==> src/rtl/gbnr_pkg.sv <==
package gbnr_pkg;

  // Default depth of the command queue between parser and verdict stage
  localparam int QUEUE_DEPTH = 4;

  // Frame parse phases
  typedef enum logic [1:0] {
    PH_SEQ  = 2'd0,
    PH_LEN  = 2'd1,
    PH_DATA = 2'd2,
    PH_SUM  = 2'd3
  } phase_t;

  // Result kinds on the output channel
  typedef enum logic [1:0] {
    KIND_PAYLOAD = 2'd0,
    KIND_ACK     = 2'd1,
    KIND_REACK   = 2'd2,
    KIND_BAD     = 2'd3
  } kind_t;

  // Command classes handed from the parser to the verdict stage
  typedef enum logic {
    CMD_PAYLOAD = 1'b0,
    CMD_CHECK   = 1'b1
  } cmd_op_t;

  // One queued command
  typedef struct packed {
    cmd_op_t    op;
    logic [7:0] data;
    logic [7:0] seq;
    logic       sum_ok;
  } cmd_t;

  // Queue status seen by the parser and the verdict stage
  typedef struct packed {
    logic full;
    logic empty;
  } q_status_t;

endpackage

==> src/rtl/gbnr_queue.sv <==
module gbnr_queue #(
  parameter int DEPTH = gbnr_pkg::QUEUE_DEPTH
) (
  input  logic                clk,
  input  logic                rst_n,
  input  logic                push,
  input  gbnr_pkg::cmd_t      push_cmd,
  input  logic                pop,
  output gbnr_pkg::cmd_t      pop_cmd,
  output gbnr_pkg::q_status_t status
);

  localparam int PW = (DEPTH > 1) ? $clog2(DEPTH) : 1;
  localparam int CW = $clog2(DEPTH + 1);
  localparam logic [PW-1:0] LAST_PTR = PW'(DEPTH - 1);
  localparam logic [CW-1:0] FULL_CNT = CW'(DEPTH);

  gbnr_pkg::cmd_t mem_r [DEPTH];
  logic [PW-1:0]  wr_ptr_r, wr_ptr_nxt;
  logic [PW-1:0]  rd_ptr_r, rd_ptr_nxt;
  logic [CW-1:0]  count_r, count_nxt;
  logic           do_push, do_pop;

  assign status.full  = (count_r == FULL_CNT);
  assign status.empty = (count_r == '0);
  assign do_push      = push && !status.full;
  assign do_pop       = pop && !status.empty;
  assign pop_cmd      = mem_r[rd_ptr_r];

  // Advance pointers with wrap and track fill level
  always_comb begin
    wr_ptr_nxt = wr_ptr_r;
    rd_ptr_nxt = rd_ptr_r;
    count_nxt  = count_r;
    if (do_push) begin
      wr_ptr_nxt = (wr_ptr_r == LAST_PTR) ? '0 : wr_ptr_r + 1'b1;
    end
    if (do_pop) begin
      rd_ptr_nxt = (rd_ptr_r == LAST_PTR) ? '0 : rd_ptr_r + 1'b1;
    end
    if (do_push && !do_pop) begin
      count_nxt = count_r + 1'b1;
    end else if (do_pop && !do_push) begin
      count_nxt = count_r - 1'b1;
    end
  end

  always_ff @(posedge clk) begin
    if (!rst_n) begin
      wr_ptr_r <= '0;
      rd_ptr_r <= '0;
      count_r  <= '0;
    end else begin
      wr_ptr_r <= wr_ptr_nxt;
      rd_ptr_r <= rd_ptr_nxt;
      count_r  <= count_nxt;
    end
  end

  // Store the pushed command
  always_ff @(posedge clk) begin
    if (do_push) begin
      mem_r[wr_ptr_r] <= push_cmd;
    end
  end

endmodule

==> src/rtl/gbnr_front.sv <==
module gbnr_front (
  input  logic                clk,
  input  logic                rst_n,
  input  logic                in_valid,
  input  logic [7:0]          in_byte,
  input  logic                in_start,
  output logic                in_ready,
  input  gbnr_pkg::q_status_t q_status,
  output logic                q_push,
  output gbnr_pkg::cmd_t      q_cmd
);

  gbnr_pkg::phase_t phase_r, phase_nxt;
  logic [7:0]       frame_seq_r, frame_seq_nxt;
  logic [7:0]       bytes_left_r, bytes_left_nxt;
  logic [7:0]       running_sum_r, running_sum_nxt;
  logic [7:0]       left_dec;
  logic             accept;

  assign in_ready = !q_status.full;
  assign accept   = in_valid && !q_status.full;
  assign left_dec = bytes_left_r - 8'd1;

  // Next parse phase
  always_comb begin
    phase_nxt = phase_r;
    if (accept) begin
      if (in_start) begin
        phase_nxt = gbnr_pkg::PH_LEN;
      end else begin
        unique case (phase_r)
          gbnr_pkg::PH_SEQ:  phase_nxt = gbnr_pkg::PH_SEQ;
          gbnr_pkg::PH_LEN:  phase_nxt = (in_byte == 8'd0) ? gbnr_pkg::PH_SUM
                                                           : gbnr_pkg::PH_DATA;
          gbnr_pkg::PH_DATA: phase_nxt = (left_dec == 8'd0) ? gbnr_pkg::PH_SUM
                                                            : gbnr_pkg::PH_DATA;
          gbnr_pkg::PH_SUM:  phase_nxt = gbnr_pkg::PH_SEQ;
          default:           phase_nxt = gbnr_pkg::PH_SEQ;
        endcase
      end
    end
  end

  // Frame datapath and command generation
  always_comb begin
    frame_seq_nxt   = frame_seq_r;
    bytes_left_nxt  = bytes_left_r;
    running_sum_nxt = running_sum_r;
    q_push          = 1'b0;
    q_cmd.op        = gbnr_pkg::CMD_PAYLOAD;
    q_cmd.data      = in_byte;
    q_cmd.seq       = frame_seq_r;
    q_cmd.sum_ok    = (in_byte == running_sum_r);
    if (accept) begin
      if (in_start) begin
        frame_seq_nxt   = in_byte;
        running_sum_nxt = in_byte;
        bytes_left_nxt  = 8'd0;
      end else begin
        unique case (phase_r)
          gbnr_pkg::PH_SEQ: begin
          end
          gbnr_pkg::PH_LEN: begin
            bytes_left_nxt  = in_byte;
            running_sum_nxt = running_sum_r + in_byte;
          end
          gbnr_pkg::PH_DATA: begin
            bytes_left_nxt  = left_dec;
            running_sum_nxt = running_sum_r + in_byte;
            q_push          = 1'b1;
          end
          gbnr_pkg::PH_SUM: begin
            q_cmd.op = gbnr_pkg::CMD_CHECK;
            q_push   = 1'b1;
          end
          default: begin
          end
        endcase
      end
    end
  end

  always_ff @(posedge clk) begin
    if (!rst_n) begin
      phase_r       <= gbnr_pkg::PH_SEQ;
      frame_seq_r   <= '0;
      bytes_left_r  <= '0;
      running_sum_r <= '0;
    end else begin
      phase_r       <= phase_nxt;
      frame_seq_r   <= frame_seq_nxt;
      bytes_left_r  <= bytes_left_nxt;
      running_sum_r <= running_sum_nxt;
    end
  end

endmodule

==> src/rtl/gbnr_back.sv <==
module gbnr_back (
  input  logic                clk,
  input  logic                rst_n,
  input  gbnr_pkg::q_status_t q_status,
  input  gbnr_pkg::cmd_t      q_cmd,
  output logic                q_pop,
  output logic                out_valid,
  input  logic                out_ready,
  output gbnr_pkg::kind_t     out_kind,
  output logic [7:0]          out_value
);

  logic [7:0]      expected_r, expected_nxt;
  logic            out_valid_r, out_valid_nxt;
  gbnr_pkg::kind_t kind_r, kind_nxt;
  logic [7:0]      value_r, value_nxt;

  assign q_pop     = !q_status.empty && (!out_valid_r || out_ready);
  assign out_valid = out_valid_r;
  assign out_kind  = kind_r;
  assign out_value = value_r;

  // Decide the result for the command at the queue head
  always_comb begin
    expected_nxt  = expected_r;
    kind_nxt      = kind_r;
    value_nxt     = value_r;
    out_valid_nxt = out_valid_r && !out_ready;
    if (q_pop) begin
      out_valid_nxt = 1'b1;
      unique case (q_cmd.op)
        gbnr_pkg::CMD_PAYLOAD: begin
          kind_nxt  = gbnr_pkg::KIND_PAYLOAD;
          value_nxt = q_cmd.data;
        end
        gbnr_pkg::CMD_CHECK: begin
          if (!q_cmd.sum_ok) begin
            kind_nxt  = gbnr_pkg::KIND_BAD;
            value_nxt = q_cmd.seq;
          end else if (q_cmd.seq == expected_r) begin
            kind_nxt     = gbnr_pkg::KIND_ACK;
            value_nxt    = q_cmd.seq;
            expected_nxt = expected_r + 8'd1;
          end else begin
            kind_nxt  = gbnr_pkg::KIND_REACK;
            value_nxt = expected_r - 8'd1;
          end
        end
        default: begin
        end
      endcase
    end
  end

  always_ff @(posedge clk) begin
    if (!rst_n) begin
      expected_r  <= '0;
      out_valid_r <= 1'b0;
    end else begin
      expected_r  <= expected_nxt;
      out_valid_r <= out_valid_nxt;
    end
  end

  // Hold the result until it is taken
  always_ff @(posedge clk) begin
    kind_r  <= kind_nxt;
    value_r <= value_nxt;
  end

endmodule

==> src/rtl/go_back_n_frame_receiver.sv <==
// Go-back-N frame receiver.
// Input stream: one frame byte per transaction. A frame is a sequence byte
// (flagged by in_tuser), a length byte, that many payload bytes and a
// checksum byte equal to the 8-bit sum of all earlier frame bytes.
// Output stream: one result per payload byte and one per checksum byte;
// out_tuser gives the kind (payload, ACK, re-ACK of expected-1, discard),
// out_tdata the payload byte or sequence number.
// Throughput: one byte per cycle sustained while in_tready is high; the parser,
// the command queue and the verdict stage each take one transaction per cycle,
// the verdict stage while its output is free or taken. A command is queued
// when its byte is accepted; its result is then registered at the output.
// Reset (rst_n low, synchronous) empties the queue, drops any pending result,
// returns the parser to waiting for a sequence byte and clears the expected
// sequence number. When out_tready is low the output register holds its
// result; the queue absorbs up to QUEUE_DEPTH commands, after which
// in_tready drops.
module go_back_n_frame_receiver #(
  parameter int QUEUE_DEPTH = gbnr_pkg::QUEUE_DEPTH
) (
  input  logic       clk,
  input  logic       rst_n,
  input  logic       in_tvalid,
  output logic       in_tready,
  input  logic [7:0] in_tdata,   // [7:0] rx_byte
  input  logic [0:0] in_tuser,   // [0] frame_start
  output logic       out_tvalid,
  input  logic       out_tready,
  output logic [7:0] out_tdata,  // [7:0] value
  output logic [1:0] out_tuser   // [1:0] kind
);

  gbnr_pkg::q_status_t q_status;
  gbnr_pkg::cmd_t      push_cmd, pop_cmd;
  logic                q_push, q_pop;
  gbnr_pkg::kind_t     kind;

  gbnr_front u_front (
    .clk      (clk),
    .rst_n    (rst_n),
    .in_valid (in_tvalid),
    .in_byte  (in_tdata),
    .in_start (in_tuser[0]),
    .in_ready (in_tready),
    .q_status (q_status),
    .q_push   (q_push),
    .q_cmd    (push_cmd)
  );

  gbnr_queue #(
    .DEPTH (QUEUE_DEPTH)
  ) u_queue (
    .clk      (clk),
    .rst_n    (rst_n),
    .push     (q_push),
    .push_cmd (push_cmd),
    .pop      (q_pop),
    .pop_cmd  (pop_cmd),
    .status   (q_status)
  );

  gbnr_back u_back (
    .clk       (clk),
    .rst_n     (rst_n),
    .q_status  (q_status),
    .q_cmd     (pop_cmd),
    .q_pop     (q_pop),
    .out_valid (out_tvalid),
    .out_ready (out_tready),
    .out_kind  (kind),
    .out_value (out_tdata)
  );

  assign out_tuser = kind;

endmodule
==> config.mk <==
export PLATFORM = sky130hd
export DESIGN_NAME = go_back_n_frame_receiver
export DESIGN_NICKNAME = d
export VERILOG_FILES = /design/src/rtl/gbnr_pkg.sv /design/src/rtl/gbnr_queue.sv /design/src/rtl/gbnr_front.sv /design/src/rtl/gbnr_back.sv /design/src/rtl/go_back_n_frame_receiver.sv
export SDC_FILE = /design/constraint.sdc
export NUM_CORES = 1
export LEC_CHECK = 0
export BUFFER_PORTS_ARGS = -buffer_cell sky130_fd_sc_hd__buf_2
export CAP_MARGIN = 20
export CELL_PAD_IN_SITES_DETAIL_PLACEMENT = 1
export CELL_PAD_IN_SITES_GLOBAL_PLACEMENT = 1
export CORE_MARGIN = 2
export CORE_UTILIZATION = 35
export CTS_CLUSTER_SIZE = 40
export DETAILED_ROUTE_END_ITERATION = 8
export PLACE_DENSITY_LB_ADDON = 0.1
export REMOVE_ABC_BUFFERS = 1
export SETUP_SLACK_MARGIN = 0.2
export SLEW_MARGIN = 15
export SYNTH_ARGS = -nofsm -noshare
export SYNTH_HDL_FRONTEND = slang
export SYNTH_SLANG_ARGS = --single-unit
==> constraint.sdc <==
create_clock -name clk -period 4.01 [get_ports clk]
set_clock_uncertainty 0.2 [all_clocks]
set_input_delay 0.2005 -clock clk [delete_from_list [all_inputs] [get_ports clk]]
set_output_delay 0.2005 -clock clk [all_outputs]
set_load 0.01 [all_outputs]
Yosys cells after proc, flatten, opt, wreduce, memory -nomap -nowiden
Memory sizes are Yosys's and may differ from the RTL's. A register that Yosys moved wholly into a read port is not among the register bits.
Cells that the tools add are included.
- register bits after elaboration: 52
- RAM bits: 72
- output and inout port bits: 12
- logic and storage cells: 86
- memories: 1
- $add $sub $neg: 8
- equality and inequality tests: 8
- multiplexer cells: 29
- bitwise operators: 1
- reduce and logical (&&, ||, !) cells: 28
- memory list (memory ; words ; bits a word ; read ports ; clocked after memory_dff ; wr ports ; RTL line ; text):
    u_queue.mem_r ; 4 ; 18 ; 1 ; 1 ; 1 ; gbnr_queue.sv:18 ; gbnr_pkg::cmd_t mem_r [DEPTH];
- operators by type and width (operator ; count):
    $mux 8 ; 5
    $pmux 8 s2 ; 2
    $eq 8x8->1 ; 2
    $logic_not 8->1 ; 2
    $sub 8x1->8 const B ; 2
    $mux 2 ; 7
    $mux 1 ; 11
    $add 8x1->8 const B ; 1
    $add 8x8->8 ; 1
    $eq 2x2->1 const B ; 4
    $logic_and 1x1->1 ; 7
    $logic_not 1->1 ; 6
    $mux 3 ; 2
    $pmux 2 s3 ; 1
    $reduce_and 2->1 ; 3
    $reduce_or 2->1 ; 3
    $add 2x1->2 const B ; 2
    $pmux 2 s2 ; 1
    $reduce_and 4->1 ; 1
    $reduce_bool 2->1 ; 2
    $add 3x1->3 const B ; 1
    $eq 3x3->1 const B ; 1
    $logic_not 3->1 ; 1
    $reduce_bool 3->1 ; 1
    5 further kinds ; 5

Longest topological paths before layout
- depth after elaboration: 10
- gate-level depth with buffers: 11

Modules after synthesis
From an unflattened synthesis, not the netlist that was laid out.
- cell total of the unflattened synthesis: 528
- area, all modules: 6412.4 um^2
- by module, submodules not included (module ; instances ; cells each ; area each (um^2) ; seq. area each (um^2)):
    gbnr_queue ; 1 ; 145 ; 3119.2 ; 2342.2
    gbnr_front ; 1 ; 231 ; 1834.3 ; 520.5
    gbnr_back ; 1 ; 152 ; 1458.9 ; 480.5

Worst setup path after synthesis
OpenSTA, ideal clock, no wires.
- path kind: register to register
- from: register u_queue.count_r[0]
- to: register u_queue.count_r[2]
- arrival: 2.422 ns
- required time: 3.734 ns
- slack: 1.312 ns
- cell stages (with the launch flop): 12
- period minus slack after synthesis: 2.698 ns
- cell sequence: dfxtp_1 > or3b_2 > nand2_1 > nor2_1 > o21a_1 > clkbuf_1 > ha_1 > inv_1 > fa_1 > xor2_1 > or3_1 > a21boi_0
- word-level cells in the longest chain between the ends: 8
- elaborated cells on any way between the ends: 18
- classes of those cells: add/sub (2); eq/ne (1); mux (3); reduce/logical (12)
- RTL lines (element ; RTL line ; text):
    start: declaration ; gbnr_queue.sv:21 ; logic [CW-1:0] count_r, count_nxt;
    start signal: assignment ; gbnr_queue.sv:56 ; count_r <= count_nxt;
    $eq 3x3->1 (*) ; gbnr_queue.sv:24 ; assign status.full = (count_r == FULL_CNT);
    $logic_not 1->1 (*) ; -- ;
    net in_tready ; go_back_n_frame_receiver.sv:23 ; output logic in_tready,
    $logic_and 1x1->1 ; gbnr_front.sv:21 ; assign accept = in_valid && !q_status.full;
    $mux 1 ; gbnr_front.sv:54 ; if (accept) begin
    $logic_and 1x1->1 (*) ; gbnr_queue.sv:26 ; assign do_push = push && !status.full;
    net u_queue.do_push ; gbnr_queue.sv:22 ; logic do_push, do_pop;
    $logic_not 1->1 ; gbnr_queue.sv:43 ; end else if (do_pop && !do_push) begin
    $logic_and 1x1->1 ; gbnr_queue.sv:43 ;
    $reduce_bool 2->1 (no line) ; -- ;
The timed path passes the listed nets; every way through them passes the cells marked *. The select of a mux whose other input is x is not followed.
A chain may end at the register's enable or synchronous reset.

==> results_dict.tcl <==
set metrics [dict create \
    status "finished, final reports clean" \
    grt_max_degree 30 \
    antenna_found_initial 0 \
    drtIter0Drc 152 \
    rsz0062_at_grt "no" \
    critPathMaxFanout 16 \
    grtUsageTotal_pct 16.1 \
    clock_sinks 126 \
    synthXorXnorAreaFrac_pct 3.87 \
    via_count 3874 \
    initial_core_util_pct 36.0 \
    crit_slowest_cell "dfxtp_1" \
    die_w_microns 135 \
    synth_compound_area_share_pct 10.6 \
    p_comb_share_pct 22.9 \
    first_pass_iters 4 \
    netlist_area_sq_um 6010 \
    endpoint "u_back.out_value[7]" \
    hold_class "in2reg" \
    ys_seq_elements 126 \
    whs_path_depth 2 \
    n_antenna_cell 0 \
    finalNetCount 559 \
    setup_tns_ps 0 \
    ir_worst_vdd_mv 0.326 \
    reg2reg_depth 6 \
    timing.rr.end "u_back.out_value[7]" \
    grt_pass1_vias 4046 \
    post_cts_buffers 0 \
    die_area_sq_um 18200 \
    htree_levels 4 \
    worstHoldStart "rst_n" \
    criticalPathCategory "reg2reg" \
    fillers 1762 \
    core_sq_um 16700 \
    grt-ovfl-total 0 \
    total_power_w 0.00406 \
    swShare_pct 29.2 \
    synth_top_family_by_area "simple AND/OR/NAND/NOR gates" \
    drt-vias-per-instance 5.12 \
    fin_hold_ws_ps 37.4 \
    ys_seq_area_share_pct 55.7 \
    critPathLaunchType "flop" \
    synth_fa_ha_area_share_pct 4.83 \
    finalHoldViolCount 0 \
    utilization_pct 41.9 \
    pwr_density_cell_nw_per_um2 579 \
    seqPwrFrac_pct 40.4 \
    crit_path_max_incr_delay_ps 720 \
    ys_warn_count 0 \
    r2r_slack_ps 890 \
    min_period_over_period_pct 77.8 \
    cts_hold_buf 9 \
    tritoncts "built" \
    rows 47 \
    root_buffer "clkbuf_16" \
    area_growth_pct 16.6 \
    wire_per_inst_microns 17.8 \
    die_h_microns 135 \
    maxSlewHeadroom_pct 49.2 \
    ctsResizeCount 0 \
    clkTransAtPathRegs_ps 60 \
    place_congestion 0.761 \
    cts_buffer_depth 2 \
    fin_crit_ps 3120 \
    internal_power_w 0.00287 \
    cts_buffers 17 \
    worst_pin_slew_ps 755 \
    syn-instance-count 488 \
    hpwlAfterDp_mm 9.35 \
    synthMuxAreaShare_pct 9.08 \
    ys_types 56 \
    power_leakage_nw 2.52 \
    endpoint_kind "flop" \
    power.switching_w 0.00118 \
    ant_nets 0 \
    fmax_mhz 320 \
    drc_errors 0 \
    avgSynthCellArea_sq_um 12.3 \
    insertion_delay_ps 420 \
    grt_first_pass_wirelength_mm 22.0 \
    final_cell_mix "82 x edfxtp_1, 44 x nand2_1, 44 x dfxtp_1" \
    final_common_cell "edfxtp_1" \
    drive_gt1_share_pct 18.6 \
    slew_viol_final 0 \
    wirelength_mm 13.5 \
    drv_cap 0 \
    cp_cell_sequence "mux4_2 > xnor2_2 > nand4_2 > o21ai_4 > mux2i_1 > o21ai_1" \
    worstPathArrival_ps 3080 \
    port_buffers 24 \
    io_pins 25 \
    pwr-share-clk_pct 36.7 \
    setup_viol 0 \
    synthSimpleGateAreaFrac_pct 12.9 \
    required_ps 3970 \
]
-- cells by family after synthesis --
kind of cell               Yosys count
muxes                               33
and+or+nand+nor                    149
DFF                                126
AOI/OAI and AO/OA                   92
buffers and inverters               42
adders and majority gates           22
xor gates and xnor gates            24
-- cell type report --
type,instances,area [sq um],share of cell area (%)
timing repair buffer,42,278,3.96
sequential,126,3340,47.7
tap,220,275,3.93
clock buffer,21,450,6.43
clock inverter,11,119,1.70
inverter,17,63.8,0.911
multi-input combinational,320,2480,35.3
-- per-layer routing --
layer / vias to the layer above / GRT usage [%] / part of all wire, %
met1: 1942 / 20.2 / 46
met2: 54 / 27.2 / 50
li1: 1864 / - / -
met5: - / 0 / 0
met4: 0 / 5.73 / 1.2
met3: 14 / 3.90 / 2.6
-- power by group through the flow --
stage          logic [W]  registers [W]  clock network [W]
2_1_floorplan   0.000610        0.00169                  0
3_3_place_gp    0.000914        0.00167                  0
3_5_place_dp    0.000938        0.00167                  0
4_1_cts         0.000949        0.00165            0.00152
5_1_grt          0.00103        0.00166            0.00158
6_report        0.000927        0.00164            0.00149
-- worst max-delay path: cells and delay by family (launching register included) --
family          cells  cell delay, ps
xor+xnor            1             250
compound gates      2             590
flops               1             720
mux                 2             900
simple gates        1             180
-- sequential cells by signal (all words and copies together) (netlist names), named ones only --
name                   flops
u_front.running_sum_r      8
u_back.expected_r          8
u_queue.wr_ptr_r           2
u_front.frame_seq_r        8
u_queue.rd_ptr_r           2
u_back.out_valid           1
u_queue.mem_r             72
u_front.phase_r            2
u_front.bytes_left_r       8
u_queue.count_r            3
u_back.out_kind            2
u_back.out_value           8
-- through the flow --
stage               cells  area (sq um)  setup slack (ps)
CTS                   757          7010               829
global placement      716          6350               920
finish                757          7010               888
global route          757          7010               601
floorplan             463          5880               855
detailed placement    716          6350               844
-- worst min-delay path by stage --
stage                                     to  slack (ps)
floorplan               u_queue.mem_r[0][10]         100
global placement         u_queue.rd_ptr_r[1]         270
detailed placement       u_queue.rd_ptr_r[1]         290
CTS                 u_front.running_sum_r[4]          30
global route        u_front.running_sum_r[0]          60
finish              u_front.running_sum_r[4]          40
-- cell usage after synthesis, drive strengths merged --
| library cell | number | area (sq um) |
|---|---|---|
| fa | 2 | 40.0 |
| and2 | 8 | 50.1 |
| mux2i | 14 | 140 |
| nor3 | 13 | 65.1 |
| o21ai | 25 | 144 |
| nor2 | 26 | 110 |
| a31oi | 2 | 12.5 |
| mux4 | 17 | 383 |
| o2bb2ai | 2 | 17.5 |
| nand2 | 44 | 165 |
| nand3 | 7 | 35.0 |
| mux2 | 2 | 22.5 |
| a21boi | 12 | 90.1 |
| o31ai | 3 | 22.5 |
| ha | 20 | 250 |
| dfxtp | 44 | 881 |
| clkbuf | 18 | 67.6 |
| inv | 16 | 60.1 |
| xnor2 | 18 | 180 |
| or3 | 8 | 50.1 |
| o21bai | 1 | 7.51 |
| nand2b | 7 | 43.8 |
| o21a | 3 | 22.5 |
| nor4b | 1 | 8.76 |
| a2111oi | 2 | 17.5 |
| xor2 | 6 | 52.6 |
| nand4 | 7 | 50.1 |
| nand3b | 4 | 42.5 |
| clkinv | 1 | 3.75 |
| and3 | 1 | 6.26 |
| edfxtp | 82 | 2460 |
| nor4 | 4 | 25.0 |
| or3b | 1 | 8.76 |
| a22oi | 4 | 30.0 |
| o211ai | 3 | 22.5 |
| a41o | 1 | 10.0 |
| o32ai | 1 | 8.76 |
| a21oi | 24 | 146 |
| o221ai | 1 | 8.76 |
| o311a | 1 | 10.0 |
| nor2b | 18 | 113 |
| buf | 7 | 56.3 |
| o211a | 4 | 40.0 |
| o311ai | 1 | 8.76 |
| a21o | 2 | 15.0 |
Power figures use the tool's default switching activity.
